===== src/hdl/ups_ps_pkg.sv =====
package ups_ps_pkg;

  localparam int unsigned MvW    = 13;
  localparam int unsigned BootW  = 5;
  localparam int unsigned CountW = 8;
  localparam int unsigned SumW   = CountW + 4;

  localparam int unsigned InDataW  = 24;
  localparam int unsigned OutDataW = 16;

  localparam int unsigned AddrW = 5;
  localparam int unsigned DataW = 32;

  typedef enum logic [1:0] {
    MODE_OFF  = 2'd0,
    MODE_ON   = 2'd1,
    MODE_SHUT = 2'd2
  } mode_e;

  typedef enum logic [2:0] {
    REG_SHUTDOWN_LEVEL = 3'd0,
    REG_USER_LEVEL     = 3'd1,
    REG_POWER_ON_LEVEL = 3'd2,
    REG_BOOT_PERIODS   = 3'd3,
    REG_SHUTDOWN_SECS  = 3'd4,
    REG_HOLD_SAMPLES   = 3'd5
  } reg_idx_e;

  localparam logic [MvW-1:0]    RstShutdownLevel = 13'd3000;
  localparam logic [MvW-1:0]    RstUserLevel     = 13'd3500;
  localparam logic [MvW-1:0]    RstPowerOnLevel  = 13'd4300;
  localparam logic [BootW-1:0]  RstBootPeriods   = 5'd8;
  localparam logic [CountW-1:0] RstShutdownSecs  = 8'd30;
  localparam logic [CountW-1:0] RstHoldSamples   = 8'd20;

  localparam logic [CountW-1:0] CountMax = 8'd255;

endpackage


===== src/hdl/ups_power_supervisor_core.sv =====
// A request accepted on the slave side waits in the input stage until the result
// register is free, is loaded into it, and is taken from there on the master side.
// Throughput: one request per cycle unless the master side stalls; each state
// update is one pass of compares, an 8-bit decrement and a 12-bit saturating add.
// Reset (rst_ni low, asynchronous): mode off, auto power-on set, timer and LED
// cleared, both pipeline stages empty, registers back to their defaults.
module ups_power_supervisor_core (
  input  logic        clk_i,
  input  logic        rst_ni,
  // slave side
  input  logic        s_axis_tvalid,
  output logic        s_axis_tready,
  // [12:0] vcc_mv, [13] request_now, [21:14] request_held, [23:22] zero
  input  logic [23:0] s_axis_tdata,
  // master side
  output logic        m_axis_tvalid,
  input  logic        m_axis_tready,
  // [0] boost_enable, [1] shutdown_line, [2] status_led, [4:3] mode,
  // [5] shutdown_line (a copy of bit 1), [13:6] timer_left, [15:14] zero
  output logic [15:0] m_axis_tdata,
  // configuration
  input  logic        psel,
  input  logic        penable,
  input  logic        pwrite,
  input  logic [4:0]  paddr,
  input  logic [31:0] pwdata,
  output logic [31:0] prdata,
  output logic        pready
);

  localparam int unsigned MvW    = ups_ps_pkg::MvW;
  localparam int unsigned BootW  = ups_ps_pkg::BootW;
  localparam int unsigned CountW = ups_ps_pkg::CountW;
  localparam int unsigned SumW   = ups_ps_pkg::SumW;

  // configuration registers
  logic [MvW-1:0]    shutdown_level_q, user_level_q, power_on_level_q;
  logic [BootW-1:0]  boot_periods_q;
  logic [CountW-1:0] shutdown_secs_q, hold_samples_q;

  ups_ps_pkg::reg_idx_e cfg_idx;
  logic                 cfg_wr;

  assign pready  = 1'b1;
  assign cfg_idx = ups_ps_pkg::reg_idx_e'(paddr[4:2]);
  assign cfg_wr  = psel && penable && pwrite && pready;

  always_ff @(posedge clk_i or negedge rst_ni) begin
    if (!rst_ni) begin
      shutdown_level_q <= ups_ps_pkg::RstShutdownLevel;
      user_level_q     <= ups_ps_pkg::RstUserLevel;
      power_on_level_q <= ups_ps_pkg::RstPowerOnLevel;
      boot_periods_q   <= ups_ps_pkg::RstBootPeriods;
      shutdown_secs_q  <= ups_ps_pkg::RstShutdownSecs;
      hold_samples_q   <= ups_ps_pkg::RstHoldSamples;
    end else if (cfg_wr) begin
      case (cfg_idx)
        ups_ps_pkg::REG_SHUTDOWN_LEVEL: shutdown_level_q <= pwdata[MvW-1:0];
        ups_ps_pkg::REG_USER_LEVEL:     user_level_q     <= pwdata[MvW-1:0];
        ups_ps_pkg::REG_POWER_ON_LEVEL: power_on_level_q <= pwdata[MvW-1:0];
        ups_ps_pkg::REG_BOOT_PERIODS:   boot_periods_q   <= pwdata[BootW-1:0];
        ups_ps_pkg::REG_SHUTDOWN_SECS:  shutdown_secs_q  <= pwdata[CountW-1:0];
        ups_ps_pkg::REG_HOLD_SAMPLES:   hold_samples_q   <= pwdata[CountW-1:0];
        default: ;
      endcase
    end
  end

  always_comb begin
    case (cfg_idx)
      ups_ps_pkg::REG_SHUTDOWN_LEVEL: prdata = {19'd0, shutdown_level_q};
      ups_ps_pkg::REG_USER_LEVEL:     prdata = {19'd0, user_level_q};
      ups_ps_pkg::REG_POWER_ON_LEVEL: prdata = {19'd0, power_on_level_q};
      ups_ps_pkg::REG_BOOT_PERIODS:   prdata = {27'd0, boot_periods_q};
      ups_ps_pkg::REG_SHUTDOWN_SECS:  prdata = {24'd0, shutdown_secs_q};
      ups_ps_pkg::REG_HOLD_SAMPLES:   prdata = {24'd0, hold_samples_q};
      default:                        prdata = 32'd0;
    endcase
  end

  // input stage
  logic              in_valid_q;
  logic [MvW-1:0]    vcc_q;
  logic              req_now_q;
  logic [CountW-1:0] req_held_q;
  logic              out_free;
  logic              advance;
  logic              s_accept;

  assign out_free      = !m_axis_tvalid || m_axis_tready;
  assign advance       = in_valid_q && out_free;
  assign s_axis_tready = !in_valid_q || advance;
  assign s_accept      = s_axis_tvalid && s_axis_tready;

  always_ff @(posedge clk_i or negedge rst_ni) begin
    if (!rst_ni) begin
      in_valid_q <= 1'b0;
    end else if (s_axis_tready) begin
      in_valid_q <= s_axis_tvalid;
    end
  end

  always_ff @(posedge clk_i) begin
    if (s_accept) begin
      vcc_q      <= s_axis_tdata[12:0];
      req_now_q  <= s_axis_tdata[13];
      req_held_q <= s_axis_tdata[21:14];
    end
  end

  // supervisor state
  ups_ps_pkg::mode_e mode_q, mode_d;
  logic              auto_on_q, auto_on_d;
  logic [CountW-1:0] count_q, count_d;
  logic              led_q, led_d;

  logic [CountW-1:0] need;
  logic              power_on;
  logic              go;
  logic [SumW-1:0]   sum;

  always_comb begin
    mode_d    = mode_q;
    auto_on_d = auto_on_q;
    count_d   = count_q;
    led_d     = led_q;
    power_on  = 1'b0;
    go        = 1'b0;
    sum       = '0;
    need      = (hold_samples_q == '0) ? CountW'(1) : hold_samples_q;

    // shutdown tick; an unused mode code falls back to off
    case (mode_q)
      ups_ps_pkg::MODE_SHUT: begin
        if (count_q <= CountW'(1)) begin
          count_d = '0;
          mode_d  = ups_ps_pkg::MODE_OFF;
        end else begin
          count_d = count_q - CountW'(1);
          led_d   = ~led_q;
        end
      end
      ups_ps_pkg::MODE_ON:  mode_d = ups_ps_pkg::MODE_ON;
      ups_ps_pkg::MODE_OFF: mode_d = ups_ps_pkg::MODE_OFF;
      default:              mode_d = ups_ps_pkg::MODE_OFF;
    endcase

    if (mode_d == ups_ps_pkg::MODE_OFF) begin
      power_on = (auto_on_q && vcc_q >= power_on_level_q) ||
                 (req_now_q && vcc_q >= user_level_q);
      led_d = power_on;
      if (power_on) begin
        mode_d    = ups_ps_pkg::MODE_ON;
        auto_on_d = 1'b1;
        count_d   = CountW'(boot_periods_q);
      end
    end

    if (mode_d == ups_ps_pkg::MODE_ON) begin
      if (vcc_q < shutdown_level_q) begin
        go = 1'b1;
      end else if (req_now_q && req_held_q >= need) begin
        go        = 1'b1;
        auto_on_d = 1'b0;
      end else if (count_d != '0) begin
        count_d = count_d - CountW'(1);
      end
      if (go) begin
        // leftover boot periods are eight seconds each
        sum = {1'b0, count_d, 3'b000} + SumW'(shutdown_secs_q);
        if (sum > SumW'(ups_ps_pkg::CountMax)) begin
          count_d = ups_ps_pkg::CountMax;
        end else if (sum == '0) begin
          count_d = CountW'(1);
        end else begin
          count_d = sum[CountW-1:0];
        end
        mode_d = ups_ps_pkg::MODE_SHUT;
        led_d  = ~led_d;
      end
    end
  end

  always_ff @(posedge clk_i or negedge rst_ni) begin
    if (!rst_ni) begin
      mode_q    <= ups_ps_pkg::MODE_OFF;
      auto_on_q <= 1'b1;
      count_q   <= '0;
      led_q     <= 1'b0;
    end else if (advance) begin
      mode_q    <= mode_d;
      auto_on_q <= auto_on_d;
      count_q   <= count_d;
      led_q     <= led_d;
    end
  end

  // result register
  logic shut_d;

  assign shut_d = (mode_d == ups_ps_pkg::MODE_SHUT);

  always_ff @(posedge clk_i or negedge rst_ni) begin
    if (!rst_ni) begin
      m_axis_tvalid <= 1'b0;
    end else if (out_free) begin
      m_axis_tvalid <= in_valid_q;
    end
  end

  always_ff @(posedge clk_i) begin
    if (advance) begin
      m_axis_tdata <= {2'b00, count_d, shut_d, mode_d, led_d, shut_d,
                       mode_d != ups_ps_pkg::MODE_OFF};
    end
  end

  // a shutdown in progress always has time left on it
  a_shut_timer: assert property (@(posedge clk_i) disable iff (!rst_ni)
    mode_q == ups_ps_pkg::MODE_SHUT |-> count_q != '0)
    else $error("shutdown mode with an empty timer");

  // the slave side only stalls when both stages are full and the master stalls
  a_stall_cause: assert property (@(posedge clk_i) disable iff (!rst_ni)
    !s_axis_tready |-> (in_valid_q && m_axis_tvalid && !m_axis_tready))
    else $error("slave side stalled without a full pipeline");

  // state moves only when a request passes into the result register
  a_state_hold: assert property (@(posedge clk_i) disable iff (!rst_ni)
    !advance |=> ($stable(mode_q) && $stable(count_q) && $stable(led_q)))
    else $error("supervisor state changed without a request");

  // auto power-on is cleared only by a manual shutdown
  a_auto_clear: assert property (@(posedge clk_i) disable iff (!rst_ni)
    (auto_on_q && !auto_on_d && advance) |=> mode_q == ups_ps_pkg::MODE_SHUT)
    else $error("auto power-on cleared outside a manual shutdown");

endmodule

===== config.mk =====
export PLATFORM = sky130hd
export DESIGN_NAME = ups_power_supervisor_core
export DESIGN_NICKNAME = d
export VERILOG_FILES = /design/src/hdl/ups_ps_pkg.sv /design/src/hdl/ups_power_supervisor_core.sv
export SDC_FILE = /design/constraint.sdc
export NUM_CORES = 1
export LEC_CHECK = 0
export BUFFER_PORTS_ARGS = -buffer_cell sky130_fd_sc_hd__buf_2
export CELL_PAD_IN_SITES_DETAIL_PLACEMENT = 1
export CELL_PAD_IN_SITES_GLOBAL_PLACEMENT = 2
export CORE_MARGIN = 1.5
export CORE_UTILIZATION = 39
export CTS_BUF_LIST = sky130_fd_sc_hd__clkbuf_4
export DETAILED_ROUTE_END_ITERATION = 16
export GPL_ROUTABILITY_DRIVEN = 0
export GPL_TIMING_DRIVEN = 0
export PLACE_DENSITY = 0.88
export SETUP_SLACK_MARGIN = 0.15
export SLEW_MARGIN = 10
export SYNTH_ARGS = -nofsm -noshare
export SYNTH_HDL_FRONTEND = slang
export SYNTH_SLANG_ARGS = --single-unit

===== constraint.sdc =====
create_clock -name clk_i -period 18 [get_ports clk_i]
set_clock_uncertainty 0.2 [all_clocks]
set_input_delay 0.9 -clock clk_i [delete_from_list [all_inputs] [get_ports clk_i]]
set_output_delay 0.9 -clock clk_i [all_outputs]
set_load 0.01 [all_outputs]

==> run summary, run 1 <==
Outcome -> finished clean
Relative slew margins -> 0.290
Peak supply drop -> 0.0584 mV
Fin crit share -> 0.380
Core area -> 18,000 sq um
Area grow syn2layout -> 13.0%
Crit path required time -> 18,080 ps
Clock sinks -> 109
# IOs -> 119
Die span in x -> 138 um
# DRC -> 0
RSZ-0062 raised after global routing -> false
Post-synth ARST share -> 0.679
Kind of critical path -> register to register
WL final -> 21.8 mm
Max FO, Critical Path -> 10
Worst-Skew Late Latency -> 530 ps
Post-synth EDFFs -> 35
Primary FF master, synth -> dfrtp_1
Max Slew Vio Count -> 0
GRT Max-Usage Layer -> met2
Starting Density -> 0.399
Startpoint types -> register
Yosys reg bits -> 109
CTS tree -> yes
Max-cap viol count -> 0
GR met3 Demand/Resource -> 0.0236
Final Net Count -> 974
M1 GR Usage -> 0.308
DR WL/cell -> 20.2 um
Inserted Clock Buffers -> 9
F_max -> 146 MHz
Reg clk slew, reported paths -> 180 ps
Detail Placement HPWL -> 17.0 mm
GRT Residual Overflow -> 0
Most common cell after layout, fill and taps aside -> buf_2
CTS-repair resized insts -> 0
Tot Pwr -> 1.15 mW
Global-route wire length before repair -> 34.5 mm
Routed Antenna Nets -> 0
Root Driver -> clkbuf_4
Endpoints failing hold -> 0
IO Port Bufs -> 71
Final setup fails -> 0
Crit. End Element -> register
Pwr Density -> 142 nW/um^2
Critical Path AT -> 6920 ps
Worst Max-Slew Pin Slew -> 1070 ps
Total negative slack -> 0 ps
Area of the mapped netlist -> 7160 sq um
Hold Path Class -> register to register
Share of layout cells above drive strength 1 -> 0.232
Synth Instances -> 743
Ys Warns -> 0
TritonRoute pass-1 iters -> 5
Most frequent cells in the layout -> buf_2, nand2_1, o21ai_0
Post-layout min period -> 6840 ps
Lkg Pwr -> 3.62 nW
Die Area -> 19,200 sq um
Die height -> 138 um
Gr usage total -> 0.231
H-tree depth -> 3
Synthesized area per cell -> 9.64 sq um
Via density per instance -> 5.59
M2 GR Usage -> 0.393
Distinct cells, synth -> 75
Cell row count -> 49
Ant. Diodes -> 0
Vias -> 6,050
Starting DRC count in detailed routing -> 254
Maximum root-to-sink buffer count -> 2
Initial antenna violation count -> 0
Largest net degree at the start of global routing -> 61
Sequential share of the synthesized area -> 0.410
Vias in the first global route -> 6,430
==> cell families after synthesis <==
kind of cell,synth area share
AND/OR/NAND/NOR,0.146
other,0.00105
buffers and inverters,0.0751
multiplexers,0.0881
adder cells (fa/ha/maj),0.102
AO/OA/AOI/OAI,0.159
flip-flops,0.410
XOR/XNOR,0.0183
==> per-stage QoR <==
| step | area (sq um) | utilization | setup WS, ps | cells | hold slack, ps |
|---|---|---|---|---|---|
| 2_1_floorplan | 7230 | - | 12280 | 763 | 257 |
| 3_3_place_gp | 7880 | 0.438 | 11410 | 1063 | 272 |
| 3_5_place_dp | 7920 | 0.441 | 11260 | 1065 | 279 |
| 4_1_cts | 8090 | 0.450 | 11240 | 1082 | 303 |
| 5_1_grt | 8090 | 0.450 | 10810 | 1082 | 307 |
| 6_report | 8090 | 0.450 | 11160 | 1082 | 309 |
==> registers in the layout (all words and copies together), names as in the netlist, 2 cells and up <==
signal and cells:
vcc_q 13, boot_periods_q 5, shutdown_level_q 13, mode_q 2
hold_samples_q 8, count_q 8, user_level_q 13, shutdown_secs_q 8
m_axis_tdata 13, power_on_level_q 13, req_held_q 8
==> worst max-delay path: stages, from the launching register on <==
cell	delay, ps
dfstp_2	570
inv_1	60
ha_1	320
a21oi_1	160
a21boi_0	100
o311ai_0	450
nand2_1	220
o21ai_4	310
buf_2	300
o221ai_1	150
o21ai_0	300
ha_1	280
and3b_1	170
a32o_2	240
nand2b_1	130
buf_2	220
mux2i_1	380
ha_1	300
a21o_1	180
a21oi_1	200
o21ai_0	140
a21oi_1	280
nand4_1	130
nand3_1	160
o22ai_2	140
o31ai_1	400
o21ai_1	130
==> Yosys cell counts (all sizes together) (3+ instances only) <==
master / number / share of area
or3: 3 / 0.0026
o22a: 3 / 0.0037
o21ai: 71 / 0.051
inv: 62 / 0.033
or2: 3 / 0.0026
nand3: 23 / 0.016
nor4: 5 / 0.0044
a31oi: 8 / 0.0070
o31ai: 4 / 0.0056
a21oi: 45 / 0.031
o22ai: 8 / 0.0079
ha: 57 / 0.10
nor3: 10 / 0.0086
nor2b: 7 / 0.0061
o221ai: 4 / 0.0049
mux4: 4 / 0.013
edfxtp: 35 / 0.15
nand4: 7 / 0.0061
nor2: 40 / 0.023
mux2i: 18 / 0.025
nand2b: 9 / 0.0079
mux2: 32 / 0.050
buf: 32 / 0.031
a211oi: 4 / 0.0049
a22oi: 6 / 0.0063
and3: 3 / 0.0026
a21o: 3 / 0.0031
a21boi: 4 / 0.0042
xor2: 10 / 0.012
nand3b: 4 / 0.0042
nand2: 73 / 0.038
xnor2: 5 / 0.0061
and2: 6 / 0.0056
nor3b: 3 / 0.0038
dfstp: 27 / 0.099
o211ai: 7 / 0.0073
dfrtp: 47 / 0.16
clkbuf: 23 / 0.012
==> worst paths after layout <==
check | slack, ps | end | depth (start not counted) | start
setup / recovery | 11160 | m_axis_tdata[7] | 26 | user_level_q[3]
setup reg to reg | 11160 | m_axis_tdata[7] | 26 | user_level_q[3]
max in group asynchronous | 16400 | hold_samples_q[2] | 3 | rst_ni
hold reg to reg | 310 | m_axis_tvalid | 1 | in_valid_q
hold / removal | 310 | m_axis_tvalid | 1 | in_valid_q
min in group asynchronous | 560 | power_on_level_q[8] | 2 | rst_ni
==> per-layer routing <==
layer	wire length, um	vias to the layer above
li1	-	2818
met1	9930	3037
met2	10500	164
met3	916	31
met4	467	0
met5	0	-
==> power breakdown <==
| group | switching [mW] | internal [mW] | total (mW) |
|---|---|---|---|
| clock | 0.0904 | 0.0567 | 0.147 |
| combinational | 0.390 | 0.234 | 0.624 |
| sequential | 0.0402 | 0.336 | 0.376 |
| total | 0.520 | 0.627 | 1.15 |
==> repair_timing <==
item	4_1_cts	5_1_grt
hold buffers	1	0
endpoints found under the hold margin	8	0
setup buffers	0	0
==> final cells by class <==
type | instances | area [sq um]
well taps | 229 | 287
multi-input cells | 537 | 3770
clock buffers | 9 | 67.6
flip-flops and latches | 109 | 2940
inverters | 62 | 233
clock inverters | 7 | 95.1
fillers | 2123 | 9870
repair buffers | 74 | 400
plain buffers | 55 | 305
Power figures use the tool's default switching activity.
==> run 2, diff against run 1 <==
Settings changed: CORE_UTILIZATION 39 to 37, PLACE_DENSITY 0.88 to 0.84.
Clock period 18 ns to 6.6 ns, I/O delays scaled along.
==> run 2 against run 1 <==
Worst setup slack lost 11000 ps. Largest power group unchanged. Sequential power grew to 2.7 times the previous value. Critical path type unchanged. Flip-flop and latch count did not move. Final cell count is 8.0% higher. Clock-buffer cell count increased by 2. First-iteration DRC count grew 2.8%. Register-to-register slack lost 11000 ps. Largest cell class unchanged. Global-route usage fell by 0.074 points. Fmax rose by 11%. Final area rose by 7.7%. Hold slack worse by 280 ps.
==> run summary, run 2 (synthesis gave the netlist of run 1 again) <==
Clock sinks -> 109
Root Driver -> clkbuf_4
Die height -> 142 um
Cell row count -> 50
Starting DRC count in detailed routing -> 261
Pwr Density -> 382 nW/um^2
Worst r2r src -> count_q[3]
Crit path required time -> 6670 ps
WL final -> 22.4 mm
Kind of critical path -> register to register
Area occupied by multi-input gates -> 3820 sq um
Most common cell after layout, fill and taps aside -> nand2_1
Final Net Count -> 1,029
Die span in x -> 142 um
DR WL/cell -> 19.2 um
Routed Antenna Nets -> 0
Cell Count, Final, Fillers Out -> 1,169
Relative slew margins -> 0.121
Tot Pwr -> 3.33 mW
Post-layout min period -> 6190 ps
Via density per instance -> 5.26
Area grow syn2layout -> 21.7%
RSZ-0062 raised after global routing -> false
Worst setup path start -> count_q[3]
Worst Max-Slew Pin Slew -> 1310 ps
Crit. End Element -> register
Max FO, Critical Path -> 10
Vias in the first global route -> 6,379
F_max -> 162 MHz
Lkg Pwr -> 3.87 nW
TritonRoute pass-1 iters -> 4
Final Hold Slack -> 33.7 ps
Post-DP Area -> 7960 sq um
Cells on worst reg2reg path -> 25
Cells after DPL -> 1,096
Peak supply drop -> 0.119 mV
Max Slew Vio Count -> 0
Starting Density -> 0.380
H-tree depth -> 3
Share of layout cells above drive strength 1 -> 0.246
Die Area -> 20,200 sq um
Most frequent cells in the layout -> nand2_1, buf_2, inv_1
Final core occ -> 0.463
Post-route cell area -> 8710 sq um
# IOs -> 119
Critical Path AT -> 6260 ps
Outcome -> finished clean
Maximum root-to-sink buffer count -> 2
FILL cells -> 2,183
CTS tree -> yes
Inserted Clock Buffers -> 9
Initial antenna violation count -> 1
Fin crit share -> 0.937
Core area -> 18,800 sq um
Reg-to-Reg End -> m_axis_tdata[6]
Final setup fails -> 0
Largest net degree at the start of global routing -> 59
Vias -> 6,147
# DRC -> 0
R2R Setup Slk -> 410 ps
Max-cap viol count -> 0
Startpoint types -> register
Reg clk slew, reported paths -> 190 ps
Reg area -> 2940 sq um
Endpoints failing hold -> 0
Global-route wire length before repair -> 35.3 mm
Worst setup path endpoint -> m_axis_tdata[6]
GRT Residual Overflow -> 0
Detail Placement HPWL -> 17.0 mm
Hold Path Class -> primary input to async pin
Worst-Skew Late Latency -> 510 ps
IO Port Bufs -> 71
Gr usage total -> 0.230
-- run 2: changes by cell type in the layout (fill, tap and decap cells not counted), sizes merged --
cell | before | now
clkinvlp | 1 | 0
inv | 64 | 63
clkbuf | 32 | 35
diode | 0 | 1
dlygate4sd3 | 1 | 39
buf | 105 | 121
-- run 2: critical path, cell delays in order, from the launching register on --
cell	delay [ps]
dfrtp_1	420
buf_6	140
or4_4	550
o41ai_4	280
buf_4	200
nor3_4	70
nor2_8	160
o21ai_4	120
buf_8	160
o211ai_1	150
o21ai_2	150
ha_2	210
and3b_1	170
a32o_2	250
nand2b_1	150
clkbuf_4	190
xor2_1	150
ha_1	220
fa_1	430
a21oi_2	160
o21ai_1	90
or3_1	380
a211oi_4	300
o22ai_4	160
o31ai_2	330
o211ai_1	160
-- run 2: worst min path at each step --
stage                    start           endpoint  slack (ps)  cells past startpoint
finish                  rst_ni          mode_q[0]          30                      2
global placement    in_valid_q      m_axis_tvalid         270                      1
floorplan               rst_ni  boot_periods_q[0]        -170                      0
detailed placement      rst_ni         count_q[6]          50                      1
CTS                     rst_ni          mode_q[0]           6                      2
global route            rst_ni          mode_q[0]          10                      2
-- run 2: per-stage QoR --
step	TNS, ps	setup WS, ps
final	0	413
after CTS	0	159
after floorplan	0	882
after global placement	-3620	-395
after detailed placement	-5490	-504
after global routing	0	98.6
-- run 2: final cells by class --
class / instances / share of cell area
plain buffers: 55 / 0.0365
clock buffers: 11 / 0.00948
well taps: 260 / 0.0373
clock inverters: 5 / 0.00962
repair buffers: 129 / 0.105
multi-input cells: 537 / 0.438
inverters: 62 / 0.0267
flip-flops and latches: 109 / 0.337
diodes: 1 / 0.000287
-- run 2: timing repair --
action,in CTS,in global routing
gates cloned,0,0
pin swaps,1,8
hold endpoints to repair,136,0
buffers inserted,0,17
gates resized for setup,7,13
hold buffers,39,0
endpoints found under the setup margin,16,16
-- run 2: per-layer routing --
layer / wire length, um / GRT usage / share of wire
met1: 9610 / 0.281 / 0.43
met5: 0 / 0 / 0
met3: 667 / 0.0350 / 0.030
met2: 11600 / 0.412 / 0.52
met4: 573 / 0.0803 / 0.026
-- run 2: power breakdown --
group / switching (mW) / internal [mW] / leakage, nW
Clock: 0.241 / 0.164 / 0.0906
Combinational: 1.13 / 0.775 / 2.60
Sequential: 0.106 / 0.917 / 1.18
==> run 3, diff against run 2 <==
Settings changed: CORE_UTILIZATION 37 to 33, PLACE_DENSITY 0.84 to 0.8.
Clock period 6.6 ns to 5.57 ns, I/O delays scaled along.
==> run 3 against run 2 <==
The flow now finishes with violations (negative setup slack). Hold slack better by 1.7 ps. Wire length increased by 4.0%. Global-route usage fell by 1.9 points. Via count up 1.6%.
==> run summary, run 3 (synthesis gave the netlist of run 1 again) <==
Worst Max-Slew Pin Slew -> 1200 ps
Initial antenna violation count -> 1
Startpoint types -> register
Fin crit share -> 1.00
Final Hold Slack -> 35.4 ps
Most frequent cells in the layout -> nand2_1, buf_2, inv_1
Post-layout min period -> 5590 ps
Crit path required time -> 5660 ps
Cell Count, Final, Fillers Out -> 1,200
Share of layout cells above drive strength 1 -> 0.289
Root Driver -> clkbuf_4
Worst-Skew Late Latency -> 530 ps
Cell row count -> 53
Die span in x -> 150 um
Detail Placement HPWL -> 17.0 mm
Number of buffer and inverter stages on the critical path -> 5
Inserted Clock Buffers -> 9
Vias -> 6,247
R2R Setup Slk -> -20 ps
Max incr delay on CP -> 550 ps
Lkg Pwr -> 3.97 nW
Hold Path Class -> primary input to async pin
CP top delay family -> compound AO/OA/AOI/OAI gates
Worst r2r src -> count_q[3]
Reg-to-Reg End -> m_axis_tdata[7]
Pwr Density -> 478 nW/um^2
TritonRoute pass-1 iters -> 5
Most common cell after layout, fill and taps aside -> nand2_1
WL final -> 23.3 mm
Final Worst Setup Slack -> -16.3 ps
FILL cells -> 2,481
# DRC -> 0
Kind of critical path -> register to register
Outcome -> finished, violations left
F_max -> 179 MHz
Peak supply drop -> 0.204 mV
H-tree depth -> 3
Starting Density -> 0.338
CTS tree -> yes
# IOs -> 119
Max Slew Vio Count -> 0
Clock sinks -> 109
Crit. End Element -> register
Reg area -> 2940 sq um
Largest net degree at the start of global routing -> 40
Max FO, Critical Path -> 6
Cells on worst reg2reg path -> 25
Maximum root-to-sink buffer count -> 2
GRT Residual Overflow -> 0
Relative slew margins -> 0.196
Critical Path AT -> 5680 ps
Failing checks -> negative setup slack
Core area -> 21,200 sq um
Starting DRC count in detailed routing -> 366
Cells after DPL -> 1,111
Reg clk slew, reported paths -> 200 ps
Crit path top cell by count -> buf_6
Die Area -> 22,600 sq um
Routed Antenna Nets -> 0
Die height -> 150 um
IO Port Bufs -> 71
Max-cap viol count -> 0
Final Net Count -> 1,045
Endpoints failing hold -> 0
Vias in the first global route -> 6,091
Gr usage total -> 0.211
Final setup fails -> 3
RSZ-0062 raised after global routing -> true
Area occupied by multi-input gates -> 3990 sq um
DR WL/cell -> 19.4 um
Global-route wire length before repair -> 35.3 mm
Critical-path top delay cell -> or4_4
Area grow syn2layout -> 26.4%
Via density per instance -> 5.21
run 3: cell type report:
class,count,share of cell area
multi-input combinational,537,0.441
sequential,109,0.325
timing repair buffer,145,0.113
tap,275,0.0380
buffer,55,0.0371
inverter,62,0.0257
clock inverter,6,0.0116
clock buffer,10,0.00830
antenna,1,0.000277
run 3: worst max path at each step:
| stage | start | endpoint | slack [ps] | depth (start not counted) |
|---|---|---|---|---|
| after floorplan | count_q[3] | m_axis_tdata[6] | 120 | 24 |
| after global placement | count_q[4] | m_axis_tdata[7] | -790 | 24 |
| after detailed placement | count_q[4] | m_axis_tdata[7] | -820 | 24 |
| after CTS | count_q[3] | m_axis_tdata[6] | 100 | 25 |
| after global routing | vcc_q[0] | m_axis_tdata[7] | -190 | 25 |
| final | count_q[3] | m_axis_tdata[7] | -20 | 25 |
run 3: per-stage QoR:
step | util | setup TNS (ps) | worst slack, ps | area, sq um | power (mW)
after floorplan | - | 0 | 121 | 7270 | 2.65
after global placement | 0.377 | -9520 | -788 | 7970 | 3.22
after detailed placement | 0.379 | -10260 | -819 | 8010 | 3.27
after CTS | 0.416 | 0 | 101 | 8800 | 4.01
after global routing | 0.428 | -1620 | -195 | 9050 | 4.62
final | 0.428 | -19.8 | -16.3 | 9050 | 4.32
run 3: repair_timing:
item / CTS / global route
setup buffers: 19 / 13
resized for setup: 18 / 33
hold buffers: 40 / 0
endpoints found under the setup margin: 16 / 16
pin swaps: 18 / 22
endpoints found under the hold margin: 145 / 0
run 3: per-layer routing:
metal / track usage / share of wire
met1: 0.300 / 0.48
met2: 0.340 / 0.47
met3: 0.0236 / 0.040
met4: 0.0534 / 0.012
met5: 0 / 0
run 3: report_power, final:
part	leakage (nW)	total (mW)	switching (mW)	internal, mW
logic	2.70	2.59	1.48	1.11
clock network	0.0959	0.511	0.314	0.196
registers	1.18	1.22	0.133	1.09
